[config.mk]
export PLATFORM = sky130hd
export DESIGN_NAME = integer_to_ascii_formatter_unit
export DESIGN_NICKNAME = d
export VERILOG_FILES = /design/src/rtl/i2a_pkg.sv /design/src/rtl/i2a_bcd_conv.sv /design/src/rtl/integer_to_ascii_formatter_unit.sv
export SDC_FILE = /design/constraint.sdc
export NUM_CORES = 1
export LEC_CHECK = 0
export BUFFER_PORTS_ARGS = -buffer_cell sky130_fd_sc_hd__buf_2
export CAP_MARGIN = 20
export CORE_MARGIN = 4
export CORE_UTILIZATION = 25
export CTS_BUF_LIST = sky130_fd_sc_hd__clkbuf_8
export DETAILED_ROUTE_END_ITERATION = 12
export HOLD_SLACK_MARGIN = 0.15
export PLACE_DENSITY = 0.41
export SKIP_CTS_REPAIR_TIMING = 1
export SYNTH_ARGS = -nofsm -noshare
export SYNTH_HDL_FRONTEND = slang
export SYNTH_SLANG_ARGS = --single-unit
[constraint.sdc]
create_clock -name clock -period 3.6 [get_ports clock]
set_clock_uncertainty 0.2 [all_clocks]
set_input_delay 0.18 -clock clock [delete_from_list [all_inputs] [get_ports clock]]
set_output_delay 0.18 -clock clock [all_outputs]
set_load 0.005 [all_outputs]
[src/rtl/i2a_pkg.sv]
// ----------------------------------------------------------------------------
// i2a_pkg
// Shared types, constants and character helpers for the integer to ascii
// formatter.
// ----------------------------------------------------------------------------
package i2a_pkg;

   localparam int VALUE_WIDTH = 32;

   // decimal digits needed for the largest value, hex digits for the full width
   localparam int BCD_DIGITS = (VALUE_WIDTH * 30103) / 100000 + 1;
   localparam int HEX_DIGITS = (VALUE_WIDTH + 3) / 4;
   localparam int BCD_W      = 4 * BCD_DIGITS;
   localparam int HEX_W      = 4 * HEX_DIGITS;
   localparam int DIG_W      = BCD_W;
   localparam int CNT_W      = $clog2(BCD_DIGITS + 1);
   localparam int BIT_CNT_W  = $clog2(VALUE_WIDTH + 1);

   localparam int OPCODE_W   = 2;
   localparam int REQ_BITS   = OPCODE_W + VALUE_WIDTH;
   localparam int REQ_W      = ((REQ_BITS + 7) / 8) * 8;
   localparam int CHAR_W     = 7;
   localparam int RSP_W      = 8;

   localparam logic [CHAR_W-1:0] CHAR_ZERO  = 7'h30;
   localparam logic [CHAR_W-1:0] CHAR_MINUS = 7'h2D;

   typedef enum logic [OPCODE_W-1:0] {
      OP_HEX          = 2'd0,
      OP_SIGNED_DEC   = 2'd1,
      OP_UNSIGNED_DEC = 2'd2
   } opcode_type;

   typedef enum logic [3:0] {
      ST_IDLE = 4'b0001,
      ST_CONV = 4'b0010,
      ST_SKIP = 4'b0100,
      ST_EMIT = 4'b1000
   } state_type;

   typedef struct packed {
      logic                   start;
      logic [VALUE_WIDTH-1:0] mag;
   } conv_req_type;

   typedef struct packed {
      logic             done;
      logic [BCD_W-1:0] bcd;
   } conv_rsp_type;

   function automatic logic [CHAR_W-1:0] hex_char(input logic [3:0] d);
      logic [CHAR_W-1:0] c;
      unique case (d)
         4'h0: c = 7'h30;
         4'h1: c = 7'h31;
         4'h2: c = 7'h32;
         4'h3: c = 7'h33;
         4'h4: c = 7'h34;
         4'h5: c = 7'h35;
         4'h6: c = 7'h36;
         4'h7: c = 7'h37;
         4'h8: c = 7'h38;
         4'h9: c = 7'h39;
         4'hA: c = 7'h41;
         4'hB: c = 7'h42;
         4'hC: c = 7'h43;
         4'hD: c = 7'h44;
         4'hE: c = 7'h45;
         default: c = 7'h46;
      endcase
      return c;
   endfunction

   function automatic logic [CHAR_W-1:0] dec_char(input logic [3:0] d);
      return CHAR_ZERO + {3'b000, d};
   endfunction

endpackage

[src/rtl/i2a_bcd_conv.sv]
// ----------------------------------------------------------------------------
// i2a_bcd_conv
// Bit-serial binary to bcd converter: one input bit per cycle, shift and
// add-3 on every decimal digit.
// ----------------------------------------------------------------------------
module i2a_bcd_conv (
   input  logic                 clock,
   input  logic                 reset,
   input  i2a_pkg::conv_req_type conv_req,
   output i2a_pkg::conv_rsp_type conv_rsp
);

   logic [i2a_pkg::VALUE_WIDTH-1:0] bin_ff, bin_in;
   logic [i2a_pkg::BCD_W-1:0]       bcd_ff, bcd_in;
   logic [i2a_pkg::BCD_W-1:0]       bcd_adj;
   logic [i2a_pkg::BIT_CNT_W-1:0]   cnt_ff, cnt_in;
   logic                            busy_ff, busy_in;
   logic                            done_ff, done_in;

   // digits of five or more get three added before the shift
   always_comb begin
      logic [3:0] nib;
      nib = 4'd0;
      for (int i = 0; i < i2a_pkg::BCD_DIGITS; i++) begin
         nib = bcd_ff[4*i +: 4];
         bcd_adj[4*i +: 4] = (nib >= 4'd5) ? (nib + 4'd3) : nib;
      end
   end

   always_comb begin
      bin_in  = bin_ff;
      bcd_in  = bcd_ff;
      cnt_in  = cnt_ff;
      busy_in = busy_ff;
      done_in = 1'b0;
      if (conv_req.start) begin
         bin_in  = conv_req.mag;
         bcd_in  = '0;
         cnt_in  = i2a_pkg::BIT_CNT_W'(i2a_pkg::VALUE_WIDTH);
         busy_in = 1'b1;
      end else if (busy_ff) begin
         bcd_in = {bcd_adj[i2a_pkg::BCD_W-2:0], bin_ff[i2a_pkg::VALUE_WIDTH-1]};
         bin_in = {bin_ff[i2a_pkg::VALUE_WIDTH-2:0], 1'b0};
         cnt_in = cnt_ff - 1'b1;
         if (cnt_ff == i2a_pkg::BIT_CNT_W'(1)) begin
            busy_in = 1'b0;
            done_in = 1'b1;
         end
      end
   end

   always_ff @(posedge clock) begin
      if (reset) begin
         busy_ff <= 1'b0;
         done_ff <= 1'b0;
      end else begin
         busy_ff <= busy_in;
         done_ff <= done_in;
      end
      bin_ff <= bin_in;
      bcd_ff <= bcd_in;
      cnt_ff <= cnt_in;
   end

   assign conv_rsp.done = done_ff;
   assign conv_rsp.bcd  = bcd_ff;

endmodule

[src/rtl/integer_to_ascii_formatter_unit.sv]
// ----------------------------------------------------------------------------
// integer_to_ascii_formatter_unit
// Formats one integer as a run of ascii characters, most significant first.
// ----------------------------------------------------------------------------
// The req channel carries one word per number: opcode (hex, signed decimal,
// unsigned decimal) and the raw value. The rsp channel returns one word per
// character, with tlast on the final character of the number.
// Hex mode: 8 digits; a taken word goes to the emit state, which loads the
// first digit into the output register. Decimal modes: the value goes through
// a bit-serial binary to bcd converter, one bit per cycle, then leading zeros
// are dropped one digit per cycle (up to 9), then the sign and digits leave
// one per cycle while the receiver keeps up. One number is in flight at a
// time; req_tready is high only while the block is free, and a new word can
// be taken while the last character still waits in the output register.
// A stalled receiver holds the output register and pauses the character
// sequence without losing anything. Reset drops any number in progress and
// clears the output valid.
// ----------------------------------------------------------------------------
module integer_to_ascii_formatter_unit (
   input  logic                       clock,
   input  logic                       reset,
   input  logic                       req_tvalid,
   output logic                       req_tready,
   input  logic [i2a_pkg::REQ_W-1:0]  req_tdata,  // opcode[1:0], value[33:2], zeros
   output logic                       rsp_tvalid,
   input  logic                       rsp_tready,
   output logic [i2a_pkg::RSP_W-1:0]  rsp_tdata,  // character[6:0], zero[7]
   output logic                       rsp_tlast
);

   i2a_pkg::state_type              state_ff, state_in;
   logic [i2a_pkg::DIG_W-1:0]       digits_ff, digits_in;
   logic [i2a_pkg::CNT_W-1:0]       cnt_ff, cnt_in;
   logic                            neg_ff, neg_in;
   logic                            rsp_valid_ff, rsp_valid_in;
   logic [i2a_pkg::CHAR_W-1:0]      rsp_char_ff, rsp_char_in;
   logic                            rsp_last_ff, rsp_last_in;
   logic                            hex_mode_ff, hex_mode_in;

   i2a_pkg::conv_req_type           conv_req;
   i2a_pkg::conv_rsp_type           conv_rsp;

   logic [i2a_pkg::OPCODE_W-1:0]    opcode;
   logic [i2a_pkg::VALUE_WIDTH-1:0] value;
   logic                            value_neg;
   logic                            req_fire;
   logic                            out_free;
   logic [3:0]                      top_digit;

   assign opcode     = req_tdata[i2a_pkg::OPCODE_W-1:0];
   assign value      = req_tdata[i2a_pkg::REQ_BITS-1:i2a_pkg::OPCODE_W];
   assign value_neg  = (opcode == i2a_pkg::OP_SIGNED_DEC) &&
                       value[i2a_pkg::VALUE_WIDTH-1];
   assign req_tready = (state_ff == i2a_pkg::ST_IDLE);
   assign req_fire   = req_tvalid && req_tready;
   assign out_free   = !rsp_valid_ff || rsp_tready;
   assign top_digit  = digits_ff[i2a_pkg::DIG_W-1 -: 4];

   // two's complement negate also covers the most negative value
   assign conv_req.start = req_fire && (opcode != i2a_pkg::OP_HEX);
   assign conv_req.mag   = value_neg ? (~value + 1'b1) : value;

   i2a_bcd_conv u_bcd_conv (
      .clock    (clock),
      .reset    (reset),
      .conv_req (conv_req),
      .conv_rsp (conv_rsp)
   );

   always_comb begin
      state_in     = state_ff;
      digits_in    = digits_ff;
      cnt_in       = cnt_ff;
      neg_in       = neg_ff;
      hex_mode_in  = hex_mode_ff;
      rsp_valid_in = rsp_valid_ff && !rsp_tready;
      rsp_char_in  = rsp_char_ff;
      rsp_last_in  = rsp_last_ff;
      unique case (state_ff)
         i2a_pkg::ST_IDLE: begin
            if (req_fire) begin
               neg_in = value_neg;
               if (opcode == i2a_pkg::OP_HEX) begin
                  hex_mode_in = 1'b1;
                  digits_in   = i2a_pkg::DIG_W'(i2a_pkg::HEX_W'(value))
                                << (i2a_pkg::DIG_W - i2a_pkg::HEX_W);
                  cnt_in      = i2a_pkg::CNT_W'(i2a_pkg::HEX_DIGITS);
                  state_in    = i2a_pkg::ST_EMIT;
               end else begin
                  hex_mode_in = 1'b0;
                  state_in    = i2a_pkg::ST_CONV;
               end
            end
         end
         i2a_pkg::ST_CONV: begin
            if (conv_rsp.done) begin
               digits_in = conv_rsp.bcd;
               cnt_in    = i2a_pkg::CNT_W'(i2a_pkg::BCD_DIGITS);
               state_in  = i2a_pkg::ST_SKIP;
            end
         end
         i2a_pkg::ST_SKIP: begin
            // drop leading zeros but keep at least one digit
            if ((top_digit == 4'd0) && (cnt_ff != i2a_pkg::CNT_W'(1))) begin
               digits_in = digits_ff << 4;
               cnt_in    = cnt_ff - 1'b1;
            end else begin
               state_in = i2a_pkg::ST_EMIT;
            end
         end
         i2a_pkg::ST_EMIT: begin
            if (out_free) begin
               rsp_valid_in = 1'b1;
               if (neg_ff) begin
                  rsp_char_in = i2a_pkg::CHAR_MINUS;
                  rsp_last_in = 1'b0;
                  neg_in      = 1'b0;
               end else begin
                  rsp_char_in = hex_mode_ff ? i2a_pkg::hex_char(top_digit)
                                            : i2a_pkg::dec_char(top_digit);
                  rsp_last_in = (cnt_ff == i2a_pkg::CNT_W'(1));
                  digits_in   = digits_ff << 4;
                  cnt_in      = cnt_ff - 1'b1;
                  if (cnt_ff == i2a_pkg::CNT_W'(1)) begin
                     state_in = i2a_pkg::ST_IDLE;
                  end
               end
            end
         end
         default: begin
            state_in = i2a_pkg::ST_IDLE;
         end
      endcase
   end

   always_ff @(posedge clock) begin
      if (reset) begin
         state_ff     <= i2a_pkg::ST_IDLE;
         rsp_valid_ff <= 1'b0;
         neg_ff       <= 1'b0;
      end else begin
         state_ff     <= state_in;
         rsp_valid_ff <= rsp_valid_in;
         neg_ff       <= neg_in;
      end
      digits_ff   <= digits_in;
      cnt_ff      <= cnt_in;
      hex_mode_ff <= hex_mode_in;
      rsp_char_ff <= rsp_char_in;
      rsp_last_ff <= rsp_last_in;
   end

   assign rsp_tvalid = rsp_valid_ff;
   assign rsp_tdata  = {1'b0, rsp_char_ff};
   assign rsp_tlast  = rsp_last_ff;

endmodule

==> flow_summary_export.csv <==
group,metric,value,unit
timing,relSlewSlack,49.9,%
global_routing,grt_max_degree,85,
setup_path,max_stage_delay,560,ps
setup_path,reg2reg_setup_slack,420,ps
floorplanning,die-height,185,µm
finish,fin_nets,961,
pwr,ir_drop,0.210,mV
route,avgRoutedWirePerCell,15.4,µm
route,dr.pass1.iters,5,
global_routing,grt_pass1_vias,5821,
clocking,cts_max_path_buffers,2,
yosys,synthTopCellsByArea,"edfxtp_1, dfxtp_1, a21oi_1",
yosys,synth-seq-cells,145,
timing,finalHoldWorstSlack,280,ps
yosys,syn_inst,814,
timing,fmax,314,MHz
finish,nFillCells,3254,
floorplanning,die_area,34200,µm²
yosys,ys_seq_area_share,47.9,%
yosys,ys.flop_type,"edfxtp_1",
worst_hold_path,hp-start,"u_bcd_conv.bcd_ff[39]",
place,port_buffers,47,
setup_path,cp_max_fo,32,
timing,setup_viol,0,
setup_path,rr_worst_depth,10,
yosys,synthesis.area,7830,µm²
pwr,power_density,633,nW/µm²
yosys,synth_top_area_share,32.6,%
setup_path,critPathRequiredTime,3490,ps
finish,design_area,9330,µm²
route,drc_errors,0,
setup_path,worst_setup_path_start_kind,"flip-flop",
finish,drive_above_1_share,12.7,%
floorplanning,fp-row-count,64,
clocking,cts_made_buffers,17,
finish,final_common_cell,"nor2_1",
timing,rsz0062_at_grt,"no",
timing,finalCritPeriodShare,88.4,%
setup_path,worst_path_most_repeated_cell,"buf_4",
place,place_area,8540,µm²
yosys,ys_types,72,
setup_path,arrival,3070,ps
yosys,synth_warnings,0,
finish,num_antenna_cells,0,
pwr,p_leak,0.00337,µW
setup_path,reg2reg_from,"state_ff[3]",
global_routing,grt_use_total,11.7,%
route,routed_via_density,4.72,
setup_path,crit_path_top_delay_cell,"dlygate4sd3_1",
setup_path,cp_cell_sequence,"buf_4, nor2_1, and3_1, nand2_1, inv_1, o21ai_0, dlygate4sd3_1, buf_4, nand2_1, buf_4",
route,finalWirelength,20000,µm
yosys,yosys.area.top_type,"edfxtp_1",
setup_path,rr_endpoint,"u_bcd_conv.bin_ff[8]",
route,vias,6125,
route,drtAntennaViolNets,0,
timing,tightest_slew,752,ps
global_routing,grt_pass1_wl,31900,µm
yosys,synth-edff-count,85,
setup_path,worstSetupEndpointType,"flip-flop",
timing,fin_tns_setup,0,ps
timing,period_needed,3180,ps
floorplanning,pin_count,55,
global_routing,antenna_found_initial,0,
status,outcome,"finished, final reports clean",
setup_path,crit_start,"state_ff[3]",
yosys,synth.avg_cell_area,9.62,µm²
floorplanning,core,30700,µm²
setup_path,cp_num_buf_inv,5,
floorplanning,die_w,185,µm
timing,slew_violations,0,
route,drt-initial-drc-count,498,
clocking,cts_sinks,145,
clocking,cts_tree,"yes",
setup_path,cp_num_cells,10,
finish,final_cell_mix,"nor2_1, edfxtp_1, a21oi_1",
clocking,h-tree-depth,4,
clocking,clk_latency,460,ps
clocking,clockRootBuffer,"clkbuf_8",
finish,multi_input_area,3630,µm²
finish,post-route-util,30.3,%
place,gp_congestion,0.764,
yosys,synth_nets,885,
timing,hold_violations,0,
yosys,ys_async_sr_fraction,0,%
place,dpl.hpwl,13500,µm
setup_path,path_class,"flip-flop to flip-flop",
setup_path,cp_top_family,"buffers and inverters",
clocking,clk_pin_slew,80,ps
worst_hold_path,holdPathEnd,"u_bcd_conv.bcd_ff[39]",
finish,final-seq-area,3750,µm²
worst_hold_path,hold_depth,2,
floorplanning,initial_core_util,25.5,%
global_routing,grt_overflow,0,
worst_hold_path,min-delay-path-class,"flip-flop to flip-flop",
flow_run,cap_violations,0,
finish,areaGrowthSynthToFinish,19.2,%
## cell type report
type	instances	area share (%)
clock buffer	19	2.80
clock inverter	13	1.61
inverter	73	2.98
multi-input combinational	550	38.9
sequential	145	40.2
tap	396	5.31
timing repair buffer	103	8.18
## cell families (layout without fill, tap and decap cells)
family                     after synthesis  count (layout)  share of synthesized area (%)
DFF                                    145             145                           47.9
adders and majority gates               27              27                           4.31
other                                    1               1                         0.0479
xor gates and xnor gates                47              47                           5.26
muxes                                   25              25                           3.20
buffers and inverters                  119             208                           6.02
AOI/OAI and AO/OA                      205             205                           17.3
and+or+nand+nor                        245             245                           15.9
## power by group
group          total, µW  switching, µW  internal, µW
registers           2700            360          2340
logic               1860           1090           771
clock network       1350            690           663
total               5910           2140          3770
## worst max-delay path by stage
stage	end	slack, ps
6_report	u_bcd_conv.bin_ff[8]	420
3_5_place_dp	flip-flop	560
2_1_floorplan	flip-flop	190
4_1_cts	flip-flop	500
5_1_grt	u_bcd_conv.bin_ff[8]	240
3_3_place_gp	flip-flop	580
## sequential cells by signal, indices dropped and copies added, names as in the netlist, 4 cells and up, named ones only
signal	flops
digits_ff	40
rsp_char_ff	7
cnt_ff	4
u_bcd_conv.cnt_ff	6
u_bcd_conv.bin_ff	32
state_ff	4
u_bcd_conv.bcd_ff	40
## through the flow
step           cells  total power [µW]  setup slack, ps
2_1_floorplan    814              4020              186
3_5_place_dp    1229              4580              560
3_3_place_gp    1229              4590              583
5_1_grt         1299              6400              240
4_1_cts         1261              5980              499
6_report        1299              5910              416
## worst reg2reg max path: stages, from the launching register on
cell and delay, ps:
dfxtp_1 360, buf_4 210, nor2_1 130, and3_1 320, nand2_1 180, inv_1 110, o21ai_0 70, dlygate4sd3_1 560
buf_4 170, nand2_1 70, buf_4 430
## layer usage
layer	global-route usage, %	part of all wire, %	routed length [µm]	vias up
met2	18.5	46	9200	79
met3	2.45	2.6	525	18
met4	3.55	1.6	312	0
li1	-	-	-	3089
met5	0	0	0	-
met1	16.2	50	9950	2939
## Yosys cell counts, types with 14 or more instances
library cell   n
a21oi_1       75
a222oi_1      28
clkbuf_1      31
dfxtp_1       60
edfxtp_1      85
ha_1          27
inv_1         72
mux2i_1       25
nand2_1       47
nand2b_1      14
nand3_1       20
nor2_1        99
o21ai_0       46
xnor2_1       25
xor2_1        22
Power figures use the tool's default switching activity.
